### config.mk
export PLATFORM = sky130hd
export DESIGN_NAME = wildcard_byte_pattern_scan_unit_flat
export DESIGN_NICKNAME = d
export VERILOG_FILES = /design/src/rtl/wbps_pkg.sv /design/src/rtl/wbps_if.sv /design/src/rtl/wildcard_byte_pattern_scan_unit.sv /design/src/rtl/wbps_cfg_regs.sv /design/src/rtl/wbps_match.sv /design/src/flat_wrapper.sv
export SDC_FILE = /design/constraint.sdc
export NUM_CORES = 1
export LEC_CHECK = 0
export BUFFER_PORTS_ARGS = -buffer_cell sky130_fd_sc_hd__buf_2
export CORE_ASPECT_RATIO = 1.2
export CORE_MARGIN = 5
export CORE_UTILIZATION = 25
export CTS_CLUSTER_DIAMETER = 60
export CTS_CLUSTER_SIZE = 28
export DETAILED_ROUTE_END_ITERATION = 8
export REMOVE_ABC_BUFFERS = 1
export SLEW_MARGIN = 20
export SYNTH_ARGS = -nofsm -noshare
export SYNTH_HDL_FRONTEND = slang
export SYNTH_SLANG_ARGS = --single-unit
### constraint.sdc
create_clock -name clk_i -period 6.45 [get_ports clk_i]
set_input_delay 0.645 -clock clk_i [delete_from_list [all_inputs] [get_ports clk_i]]
set_output_delay 0.645 -clock clk_i [all_outputs]
set_load 0.01 [all_outputs]
### src/rtl/wbps_pkg.sv
// Shared types and constants for the wildcard byte pattern scan unit.
`timescale 1ns / 1ps

package wbps_pkg;

  localparam int unsigned MaxPattern = 24;
  localparam int unsigned SigBytes   = 24;
  localparam int unsigned WinIdxW    = $clog2(MaxPattern);
  localparam int unsigned LenW       = 5;
  localparam int unsigned AddrW      = 32;
  localparam int unsigned CfgDataW   = 64;
  localparam int unsigned CfgIdxW    = 3;

  typedef enum logic [CfgIdxW-1:0] {
    CFG_PAT_LOW  = 3'd0,
    CFG_PAT_MID  = 3'd1,
    CFG_PAT_HIGH = 3'd2,
    CFG_CARE     = 3'd3,
    CFG_LEN      = 3'd4,
    CFG_BASE     = 3'd5
  } cfg_idx_e;

  typedef struct packed {
    logic [SigBytes*8-1:0] sig;
    logic [SigBytes-1:0]   care;
    logic [LenW-1:0]       len;
    logic [AddrW-1:0]      base;
  } cfg_t;

  typedef struct packed {
    logic             emit;
    logic             found;
    logic [AddrW-1:0] match_address;
  } res_t;

endpackage

### src/rtl/wbps_if.sv
// Valid/ready channel interfaces for scan input bytes and scan results.
`timescale 1ns / 1ps

interface wbps_in_if;
  logic       valid;
  logic       ready;
  logic [7:0] data_byte;
  logic       last_byte;

  modport source (output valid, output data_byte, output last_byte, input ready);
  modport sink   (input valid, input data_byte, input last_byte, output ready);
endinterface

interface wbps_out_if;
  logic                     valid;
  logic                     ready;
  logic                     found;
  logic [wbps_pkg::AddrW-1:0] match_address;

  modport source (output valid, output found, output match_address, input ready);
  modport sink   (input valid, input found, input match_address, output ready);
endinterface

### src/rtl/wildcard_byte_pattern_scan_unit.sv
// Top level of the wildcard byte pattern scan unit.
`timescale 1ns / 1ps

// Scans a byte stream for a signature of up to 24 bytes with per-byte
// wildcards. Input channel in_i carries one byte per item plus a last_byte
// flag closing the region. Output channel out_o carries at most one item per
// region: found=1 with base address plus match offset at the first match, or
// found=0 with address zero when the region ends with no match.
// Configuration goes through cfg_we_i/cfg_idx_i/cfg_wdata_i, one register
// per write. It must be changed only while the block is idle; the block
// itself leaves this to the user. Each byte waits in the input register,
// is compared against the whole window in parallel, and its result lands
// in the output register as the byte advances out of the input register.
// One byte is taken every cycle as long as the output register is empty or
// being drained; the window compare is done in a single pass so nothing
// else limits the rate.
// A stalled receiver holds the result; the input register then fills and
// in_i.ready drops until the result is taken.
// Reset clears the valid flags, the configuration, the position count and
// the window fill.

module wildcard_byte_pattern_scan_unit (
  input  logic                          clk_i,
  input  logic                          rst_ni,
  input  logic                          cfg_we_i,
  input  logic [wbps_pkg::CfgIdxW-1:0]  cfg_idx_i,
  input  logic [wbps_pkg::CfgDataW-1:0] cfg_wdata_i,
  wbps_in_if.sink                       in_i,
  wbps_out_if.source                    out_o
);

  wbps_pkg::cfg_t cfg;
  wbps_pkg::res_t res;

  logic       in_vld_q;
  logic [7:0] in_byte_q;
  logic       in_last_q;
  logic       advance;

  logic                       out_vld_q;
  logic                       out_found_q;
  logic [wbps_pkg::AddrW-1:0] out_addr_q;

  wbps_cfg_regs u_cfg (
    .clk_i       (clk_i),
    .rst_ni      (rst_ni),
    .cfg_we_i    (cfg_we_i),
    .cfg_idx_i   (cfg_idx_i),
    .cfg_wdata_i (cfg_wdata_i),
    .cfg_o       (cfg)
  );

  assign advance    = in_vld_q && (!out_vld_q || out_o.ready);
  assign in_i.ready = !in_vld_q || advance;

  always_ff @(posedge clk_i or negedge rst_ni) begin
    if (!rst_ni) begin
      in_vld_q <= 1'b0;
    end else if (in_i.ready) begin
      in_vld_q <= in_i.valid;
    end
  end

  always_ff @(posedge clk_i) begin
    if (in_i.ready && in_i.valid) begin
      in_byte_q <= in_i.data_byte;
      in_last_q <= in_i.last_byte;
    end
  end

  wbps_match u_match (
    .clk_i       (clk_i),
    .rst_ni      (rst_ni),
    .step_i      (advance),
    .data_byte_i (in_byte_q),
    .last_byte_i (in_last_q),
    .cfg_i       (cfg),
    .res_o       (res)
  );

  always_ff @(posedge clk_i or negedge rst_ni) begin
    if (!rst_ni) begin
      out_vld_q <= 1'b0;
    end else if (advance) begin
      out_vld_q <= res.emit;
    end else if (out_o.ready) begin
      out_vld_q <= 1'b0;
    end
  end

  always_ff @(posedge clk_i) begin
    if (advance && res.emit) begin
      out_found_q <= res.found;
      out_addr_q  <= res.match_address;
    end
  end

  assign out_o.valid         = out_vld_q;
  assign out_o.found         = out_found_q;
  assign out_o.match_address = out_addr_q;

endmodule

### src/rtl/wbps_cfg_regs.sv
// Configuration register file: signature, care mask, length, base address.
`timescale 1ns / 1ps

module wbps_cfg_regs (
  input  logic                             clk_i,
  input  logic                             rst_ni,
  input  logic                             cfg_we_i,
  input  logic [wbps_pkg::CfgIdxW-1:0]     cfg_idx_i,
  input  logic [wbps_pkg::CfgDataW-1:0]    cfg_wdata_i,
  output wbps_pkg::cfg_t                   cfg_o
);

  wbps_pkg::cfg_t cfg_q;

  always_ff @(posedge clk_i or negedge rst_ni) begin
    if (!rst_ni) begin
      cfg_q <= '0;
    end else if (cfg_we_i) begin
      unique case (wbps_pkg::cfg_idx_e'(cfg_idx_i))
        wbps_pkg::CFG_PAT_LOW:  cfg_q.sig[63:0]    <= cfg_wdata_i;
        wbps_pkg::CFG_PAT_MID:  cfg_q.sig[127:64]  <= cfg_wdata_i;
        wbps_pkg::CFG_PAT_HIGH: cfg_q.sig[191:128] <= cfg_wdata_i;
        wbps_pkg::CFG_CARE:     cfg_q.care <= cfg_wdata_i[wbps_pkg::SigBytes-1:0];
        wbps_pkg::CFG_LEN:      cfg_q.len  <= cfg_wdata_i[wbps_pkg::LenW-1:0];
        wbps_pkg::CFG_BASE:     cfg_q.base <= cfg_wdata_i[wbps_pkg::AddrW-1:0];
        default: ;  // unmapped index, write dropped
      endcase
    end
  end

  assign cfg_o = cfg_q;

endmodule

### src/rtl/wbps_match.sv
// Byte window, position/fill tracking and parallel wildcard compare.
`timescale 1ns / 1ps

module wbps_match (
  input  logic           clk_i,
  input  logic           rst_ni,
  input  logic           step_i,
  input  logic [7:0]     data_byte_i,
  input  logic           last_byte_i,
  input  wbps_pkg::cfg_t cfg_i,
  output wbps_pkg::res_t res_o
);

  logic [7:0]                   win_q [wbps_pkg::MaxPattern];
  logic [7:0]                   win_nx [wbps_pkg::MaxPattern];
  logic [wbps_pkg::WinIdxW-1:0] fill_q, fill_d, fill_nx;
  logic [wbps_pkg::AddrW-1:0]   pos_q, pos_d, pos_nx;
  logic                         seen_q, seen_d;
  logic                         hit;
  logic                         len_ok;
  logic [wbps_pkg::LenW-1:0]    age;

  // window as it stands after the new byte shifts in; entry 0 is newest
  always_comb begin
    win_nx[0] = data_byte_i;
    for (int k = 1; k < wbps_pkg::MaxPattern; k++) begin
      win_nx[k] = win_q[k-1];
    end
  end

  assign fill_nx = (fill_q == wbps_pkg::WinIdxW'(wbps_pkg::MaxPattern)) ?
                   fill_q : fill_q + 1'b1;
  assign pos_nx  = pos_q + 1'b1;

  assign len_ok = (cfg_i.len != '0) &&
                  (cfg_i.len <= wbps_pkg::LenW'(wbps_pkg::SigBytes)) &&
                  (cfg_i.len <= wbps_pkg::LenW'(wbps_pkg::MaxPattern)) &&
                  (wbps_pkg::LenW'(fill_nx) >= cfg_i.len);

  // signature byte j lines up with the byte (len-1-j) positions back
  always_comb begin
    hit = len_ok;
    age = '0;
    for (int j = 0; j < wbps_pkg::SigBytes; j++) begin
      age = cfg_i.len - wbps_pkg::LenW'(j) - 1'b1;
      if ((wbps_pkg::LenW'(j) < cfg_i.len) && cfg_i.care[j]) begin
        if (win_nx[age[wbps_pkg::WinIdxW-1:0]] != cfg_i.sig[j*8 +: 8]) begin
          hit = 1'b0;
        end
      end
    end
  end

  always_comb begin
    res_o.emit          = !seen_q && (hit || last_byte_i);
    res_o.found         = hit;
    res_o.match_address = hit ? (cfg_i.base + pos_nx -
                                 {{(wbps_pkg::AddrW - wbps_pkg::LenW){1'b0}}, cfg_i.len})
                              : '0;
  end

  always_comb begin
    fill_d = fill_q;
    pos_d  = pos_q;
    seen_d = seen_q;
    if (step_i) begin
      if (last_byte_i) begin
        fill_d = '0;
        pos_d  = '0;
        seen_d = 1'b0;
      end else begin
        fill_d = fill_nx;
        pos_d  = pos_nx;
        seen_d = seen_q || hit;
      end
    end
  end

  always_ff @(posedge clk_i or negedge rst_ni) begin
    if (!rst_ni) begin
      fill_q <= '0;
      pos_q  <= '0;
      seen_q <= 1'b0;
    end else begin
      fill_q <= fill_d;
      pos_q  <= pos_d;
      seen_q <= seen_d;
    end
  end

  // window contents are gated by the fill count, so no clear is needed
  always_ff @(posedge clk_i) begin
    if (step_i) begin
      win_q <= win_nx;
    end
  end

endmodule
### src/flat_wrapper.sv
// flat-port wrapper written by rule: the top's interface ports become plain ports
module wildcard_byte_pattern_scan_unit_flat 
  (clk_i, rst_ni, cfg_we_i, cfg_idx_i, cfg_wdata_i, in_i_valid, in_i_data_byte, in_i_last_byte, in_i_ready, out_o_valid, out_o_found, out_o_match_address, out_o_ready);
  wbps_in_if in_i_i ();
  wbps_out_if out_o_i ();
  input  logic clk_i;
  input  logic rst_ni;
  input  logic cfg_we_i;
  input  logic [wbps_pkg::CfgIdxW-1:0] cfg_idx_i;
  input  logic [wbps_pkg::CfgDataW-1:0] cfg_wdata_i;
  input wire logic [$bits(in_i_i.valid)-1:0] in_i_valid;
  input wire logic [$bits(in_i_i.data_byte)-1:0] in_i_data_byte;
  input wire logic [$bits(in_i_i.last_byte)-1:0] in_i_last_byte;
  output wire logic [$bits(in_i_i.ready)-1:0] in_i_ready;
  output wire logic [$bits(out_o_i.valid)-1:0] out_o_valid;
  output wire logic [$bits(out_o_i.found)-1:0] out_o_found;
  output wire logic [$bits(out_o_i.match_address)-1:0] out_o_match_address;
  input wire logic [$bits(out_o_i.ready)-1:0] out_o_ready;
  assign in_i_i.valid = in_i_valid;
  assign in_i_i.data_byte = in_i_data_byte;
  assign in_i_i.last_byte = in_i_last_byte;
  assign in_i_ready = in_i_i.ready;
  assign out_o_valid = out_o_i.valid;
  assign out_o_found = out_o_i.found;
  assign out_o_match_address = out_o_i.match_address;
  assign out_o_i.ready = out_o_ready;
  wildcard_byte_pattern_scan_unit u_core (.clk_i(clk_i), .rst_ni(rst_ni), .cfg_we_i(cfg_we_i), .cfg_idx_i(cfg_idx_i), .cfg_wdata_i(cfg_wdata_i), .in_i(in_i_i), .out_o(out_o_i));
endmodule
Yosys cells after proc, flatten, opt, wreduce, memory -nomap -nowiden
Cells that the tools add are included.
{"block": "totals", "elab_cells": 365, "memories": 0, "regBits": 519, "out_inout_bits": 35, "inputBits": 81, "latch_bits": 0, "ram_bits": 0, "rom_bits": 0}
{"block": "op_classes", "n_lt_le_gt_ge": 50, "eq_ne": 30, "n_reduce_logical": 47, "n_mul": 0, "muxes": 126, "n_shift": 0, "add_sub_neg": 50, "n_div": 0, "bitwise": 24}
{"op": "$bmux 8 s5", "count": 24}
{"op": "$mux 8", "count": 48}
{"op": "$ne 8x8->1", "count": 24}
{"op": "$ge 6x6->1 const B", "count": 24}
{"op": "$not 5->6", "count": 24}
{"op": "$sub 5x1->5 const B", "count": 24}
{"op": "$mux 1", "count": 51}
{"op": "$lt 4x5->1 const A", "count": 8}
{"op": "$lt 5x5->1 const A", "count": 8}
{"op": "$sub 5x4->5 const B", "count": 8}
{"op": "$sub 5x5->5 const B", "count": 8}
{"op": "$add 32x1->32 const B", "count": 1}
{"op": "$add 32x32->32", "count": 1}
{"op": "$mux 32", "count": 1}
{"op": "$sub 32x5->32", "count": 1}
{"op": "$logic_and 1x1->1", "count": 31}
{"op": "$lt 3x5->1 const A", "count": 4}
{"op": "$sub 5x3->5 const B", "count": 4}
{"op": "$reduce_and 2->1", "count": 6}
{"op": "$lt 1x5->1 const A", "count": 2}
{"op": "$lt 2x5->1 const A", "count": 2}
{"op": "$mux 5", "count": 2}
{"op": "$sub 5x2->5 const B", "count": 2}
{"op": "$eq 3x2->1 const B", "count": 2}
{"op": "other kinds (11)", "count": 17}

Depth between registers and ports, before layout
{"block": "logic_depth", "ltp_word": 57, "mapped_depth": 26, "ltp_nobuf": 23}

By module
A second synthesis with hierarchy kept.
{"block": "hier_totals", "cells_unflattened": 3570, "area_unflattened_um2": 42552.1}
{"module": "wbps_match", "cells_each": 2980, "seq_area_each_um2": 6476.2, "instances": 1, "area_per_inst_um2": 31194.9}
{"module": "wbps_cfg_regs", "cells_each": 538, "seq_area_each_um2": 6331.1, "instances": 1, "area_per_inst_um2": 9987.1}
{"module": "wildcard_byte_pattern_scan_unit", "cells_each": 52, "seq_area_each_um2": 1311.3, "instances": 1, "area_per_inst_um2": 1370.1}

Worst setup path before layout
Ideal clock, no wire load.
{"block": "synth_timing", "path_kind": "in2reg", "from": "input port out_o_ready", "to": "register u_core.u_match.pos_q[16] (netlist bit)", "path_buffers": 2, "path_stages": 8, "path_slack_ps": -839, "arrival_ps": 7157, "setup_time_ps": 132, "cell_sequence": "nand2b_1 -> nand2_1 -> inv_1 -> clkbuf_1 -> clkbuf_1 -> o21ai_0 -> nand2_1 -> o21ai_0"}
{"block": "synth_between", "elab_chain_cells": 2}
{"element": "from (decl)", "line": "flat_wrapper.sv:18", "text": "input wire logic [$bits(out_o_i.ready)-1:0] out_o_ready;"}
{"element": "$logic_or 1x1->1", "line": "wildcard_byte_pattern_scan_unit.sv:53", "text": "assign advance = in_vld_q && (!out_vld_q || out_o.ready);"}
{"element": "$logic_and 1x1->1", "line": "wildcard_byte_pattern_scan_unit.sv:53"}
{"element": "named net u_core.advance", "line": "wildcard_byte_pattern_scan_unit.sv:38", "text": "logic advance;"}
{"element": "to (signal assigned)", "line": "wbps_match.sv:86", "text": "pos_q <= pos_d;"}
{"element": "to (decl)", "line": "wbps_match.sv:17", "text": "logic [wbps_pkg::AddrW-1:0] pos_q, pos_d, pos_nx;"}
The timed path passes the listed nets, and every way through them passes these cells.
A chain may end at the register's enable or synchronous reset.

Worst setup path in the final report
{"block": "layout_timing", "from": "register u_core.u_cfg.cfg_q, in the netlist u_core.u_cfg.cfg_o[33]", "to": "register u_core.out_addr_q, in the netlist u_core.out_o.match_address[7] (enable)"}
{"block": "layout_between", "elab_chain_cells": 57, "word_cells_on_any_way": 271, "classes_between": "46 x add/sub; 26 x order compare; 24 x eq/ne; 120 x mux; 24 x bitwise; 31 x reduce/logical"}
{"element": "from (decl)", "line": "wbps_cfg_regs.sv:13", "text": "wbps_pkg::cfg_t cfg_q;"}
{"element": "parallel branches: the longest is 53 deep, another holds $sub 5x1->5"}
{"element": "$mux 1 *", "line": "wbps_match.sv:46", "text": "if ((wbps_pkg::LenW'(j) < cfg_i.len) && cfg_i.care[j]) begin"}
{"element": "$logic_or 1x1->1 *", "line": "wbps_match.sv:55", "text": "res_o.emit = !seen_q && (hit || last_byte_i);"}
{"element": "$logic_and 1x1->1 *", "line": "wbps_match.sv:55"}
{"element": "$logic_and 1x1->1 *", "line": "wildcard_byte_pattern_scan_unit.sv:92", "text": "if (advance && res.emit) begin"}
{"element": "to (signal assigned)", "line": "wildcard_byte_pattern_scan_unit.sv:94", "text": "out_addr_q <= res.match_address;"}
{"element": "to (decl)", "line": "wildcard_byte_pattern_scan_unit.sv:42", "text": "logic [wbps_pkg::AddrW-1:0] out_addr_q;"}
Every way passes the cells marked *. The select of a mux whose other input is x is not followed.

==> metrics.md <==
| Metric | Value |
|---|---|
| Run status | finished, violations left |
| Failing checks | negative hold slack |
| Min Hold Slack | -36.29 ps |
| Final Util | 0.2848 |
| Layout area overhead | 13.17% |
| H-tree Lvls | 2 |
| Worst R2R End | u_core.out_o.match_address[7] |
| Post-synth top cells | 333 x mux4_2, 293 x dfrtp_1, 261 x mux2_2 |
| Yosys warnings | 0 |
| Overall routed net length | 145800 um |
| Largest net degree at the start of global routing | roughly 130 |
| Post-synth ARST share | 0.5645 |
| Gate count after technology mapping | 3355 |
| DR iter-0 viols | ~3.5k |
| Worst Path Arrival | 6470 ps |
| Clock Latency Late Sink | 670 ps |
| Layout cell share with drive strength beyond 1 | 0.2814 |
| Tmin final | 6130 ps |
| RSZ-0062 raised after global routing | false |
| Net switching power | 8.568 mW |
| Sequential fraction of the synthesis area | 0.3583 |
| Routability congestion estimate | 0.9861 |
| Vias per cell | between 5 and 6 |
| Grt total ovfl | 0 |
| Relative slew slack | 0.2297 |
| Hold_buf cts | 0 |
| Drt drc | 0 |
| Post-synth EDFFs | 226 |
| Worst Path Max Fanout | 33 |
| CTS Root Cell | clkbuf_16 |
| Yosys cell types | 86 |
| Register area | 14130 um^2 |
| Clock Power Share | 0.173 |
| Power Internal | 10.15 mW |
| Syn avg cell area | 11.75 um^2 |
| Max cap viols | 0 |
| Die Area | between 150000 and 200000 um^2 |
| FF+latch count, synth | between 500 and 600 |
| Crit start category | flip-flop |
| Total CTS buffers | 49 |
| Area contributors post-synth | mux4_2 19%, dfrtp_1 19%, edfxtp_1 17%, mux2_2 7.5%, mux2i_1 5.6% |
| Switching Share | 0.4577 |
| Filler cells | between 15k and 20k |
| Area of the multi-input gates | ~24000 um^2 |
| Worst Tran Pin Value | approximately 1200 ps |
| Cell type contributing the most total cell area after synthesis | mux4_2 |
| First-pass GRT wire length | 212100 um |
| Die H | about 440 um |
| Initial antenna violation count | 16 |
| WP data required | 6790 ps |
| Chip Width | between 300 and 400 um |
| Antenna Nets Post-Route | 0 |
| Port bufs | 115 |
| P_leak | 16.65 nW |
| Worst Path Class, Setup | flip-flop to flip-flop |
| Critical path endpoint category | flip-flop |
| Final hold viol count | 20 |
| CTS tree | yes |
| IO Pins | 116 |
| Share of the clock period used by the worst path | 0.9503 |
| Synthesized area | around 39000 um^2 |
| # setup viols final | 0 |
| Vias in the first global route | 30.16k |
| Final Max Tran Viols | 0 |
| Detail Placement HPWL | 112100 um |
| Starting density of the core | 0.2517 |
| Core ar. | 156600 um^2 |
| Flop pwr share | 0.252 |
| CTS clk-pin slew, worst paths | about 90 ps |
| Clock Path Buffers | 3 |
| Setup Skew | 29.78 ps |
| Max Clock Freq | around 160 MHz |
| Initial DRT Pass Iterations | 6 |
| Row Count | approximately 160 |
| Via count | 30.86k |
| PwrDens | 419.8 nW/um^2 |
| Finished Cell Area | 44590 um^2 |
| Placed cell area | roughly 43000 um^2 |
| Clk sinks | 519 |
| Hold Crit Class | primary input to async pin |
| Worst flop-to-flop path startpoint | u_core.u_cfg.cfg_o[33] |
| R2R Setup Slk | 320 ps |
| Top-area cell type share of the netlist area | 0.1903 |
| Nets | 3606 |
| Count leader, synth | mux4_2 |
| Total track usage | 0.1702 |
| Synth Flop Type | dfrtp_1 |
| FF-to-FF path depth | 16 |
| Logic pwr share | 0.575 |
| Drt wl/cell | approximately 26 um |
| Peak VDD IR | 0.0002479 V |
-- routing by layer --
metal / track usage / vias up / share of wire
li1: - / 13161 / -
met2: 0.2772 / 1587 / 0.47
met4: 0.1051 / 0 / 0.076
met5: 0 / - / 0
met1: 0.2087 / 15722 / 0.38
met3: 0.03152 / 385 / 0.079
-- what timing repair did --
item | CTS | global route
gates resized for setup | 0 | 4
endpoints found under the setup margin | 0 | 61
setup buffers | 0 | 0
-- logic make-up after synthesis --
group	count (synthesis)	synth area share
buf+inv	334	0.03775
fa+ha+maj	90	0.02953
flops	519	0.3583
compound gates	556	0.09427
simple gates	730	0.08986
mux	813	0.3205
xor+xnor	313	0.06976
-- flip-flops by register name (all words and copies together), names as in the netlist --
register / count
u_core.u_match.win_nx: 184
u_core.in_last_q: 1
u_core.u_match.pos_q: 32
u_core.out_o.found: 1
u_core.in_vld_q: 1
u_core.out_o.valid: 1
u_core.u_match.seen_q: 1
u_core.out_o.match_address: 32
u_core.u_match.fill_q: 5
u_core.u_cfg.cfg_o: 253
u_core.in_byte_q: 8
-- worst max-delay path by stage --
stage | from | endpoint | slack [ps] | cells after the start
2_1_floorplan | u_core.u_cfg.cfg_o[32] | u_core.out_o.found | -13620 | 14
3_3_place_gp | u_core.u_cfg.cfg_o[33] | u_core.out_o.match_address[4] | 130 | 15
3_5_place_dp | u_core.u_cfg.cfg_o[33] | u_core.out_o.match_address[5] | 220 | 15
4_1_cts | u_core.u_cfg.cfg_o[33] | u_core.out_o.match_address[7] | 180 | 15
5_1_grt | u_core.u_cfg.cfg_o[33] | u_core.out_o.match_address[7] | 40 | 16
6_report | u_core.u_cfg.cfg_o[33] | u_core.out_o.match_address[7] | 320 | 16
-- power by group through the flow --
stage	Sequential, mW	Combinational (mW)	Clock (mW)
final	4.71	10.8	3.25
after detailed placement	4.75	10.6	0
after global routing	4.77	11.4	3.45
after floorplan	4.69	7.60	0
after global placement	4.73	10.5	0
after CTS	4.69	10.6	3.32
-- worst max-delay path, stage by stage (launching register included) --
cell and delay [ps]:
dfrtp_4 470, clkinvlp_4 290, ha_4 590, buf_4 340, buf_4 290, mux4_2 590
mux4_2 480, a21oi_1 350, xnor2_1 130, nor4_1 470, a221oi_1 270, nor4_1 290
nand4_1 170, a2111oi_4 440, a21oi_1 220, nor2_4 150, buf_12 220
-- cells in the final DEF, fill, tap and decap left out, types with 15 or more instances in the layout --
cell type  instances
mux4_2           333
dfrtp_1          288
mux2_2           261
nand2_1          248
edfxtp_1         226
mux2i_1          219
xnor2_1          193
nor2_1           155
inv_1            125
o21ai_0          122
buf_2            114
xor2_1           107
buf_4            106
a21oi_1           90
ha_1              82
o22ai_1           62
a31oi_1           52
nand3_1           51
nor4_1            50
nor3_1            50
clkbuf_16         50
o221ai_1          35
a22oi_1           27
and3_1            25
nand4_1           23
nand2b_1          23
a221oi_1          22
nor2b_1           16
and2_1            15
or3_1             15
-- layout make-up --
cell class,instances,area share
Inverter,131,0.01128
Tap cell,2093,0.05872
Antenna cell,3,0.0001683
Clock buffer,55,0.02893
Sequential cell,519,0.3169
Timing Repair Buffer,232,0.03591
Multi-Input combinational cell,2502,0.5372
Clock inverter,37,0.01094
-- through the flow --
stage | setup WS, ps | power (mW) | hold WS (ps) | TNS, ps | cells
2_1_floorplan | -13620 | 12.29 | 349.4 | -884800 | 3152
3_3_place_gp | 132.9 | 15.28 | 487.4 | 0 | 5477
3_5_place_dp | 221.5 | 15.33 | 493.0 | 0 | 5477
4_1_cts | 185.0 | 18.63 | 4.323 | 0 | 5569
5_1_grt | 44.09 | 19.63 | 21.69 | 0 | 5570
6_report | 320.4 | 18.72 | -36.29 | 0 | 5572
No activity file was read; power rests on OpenSTA's default activity.
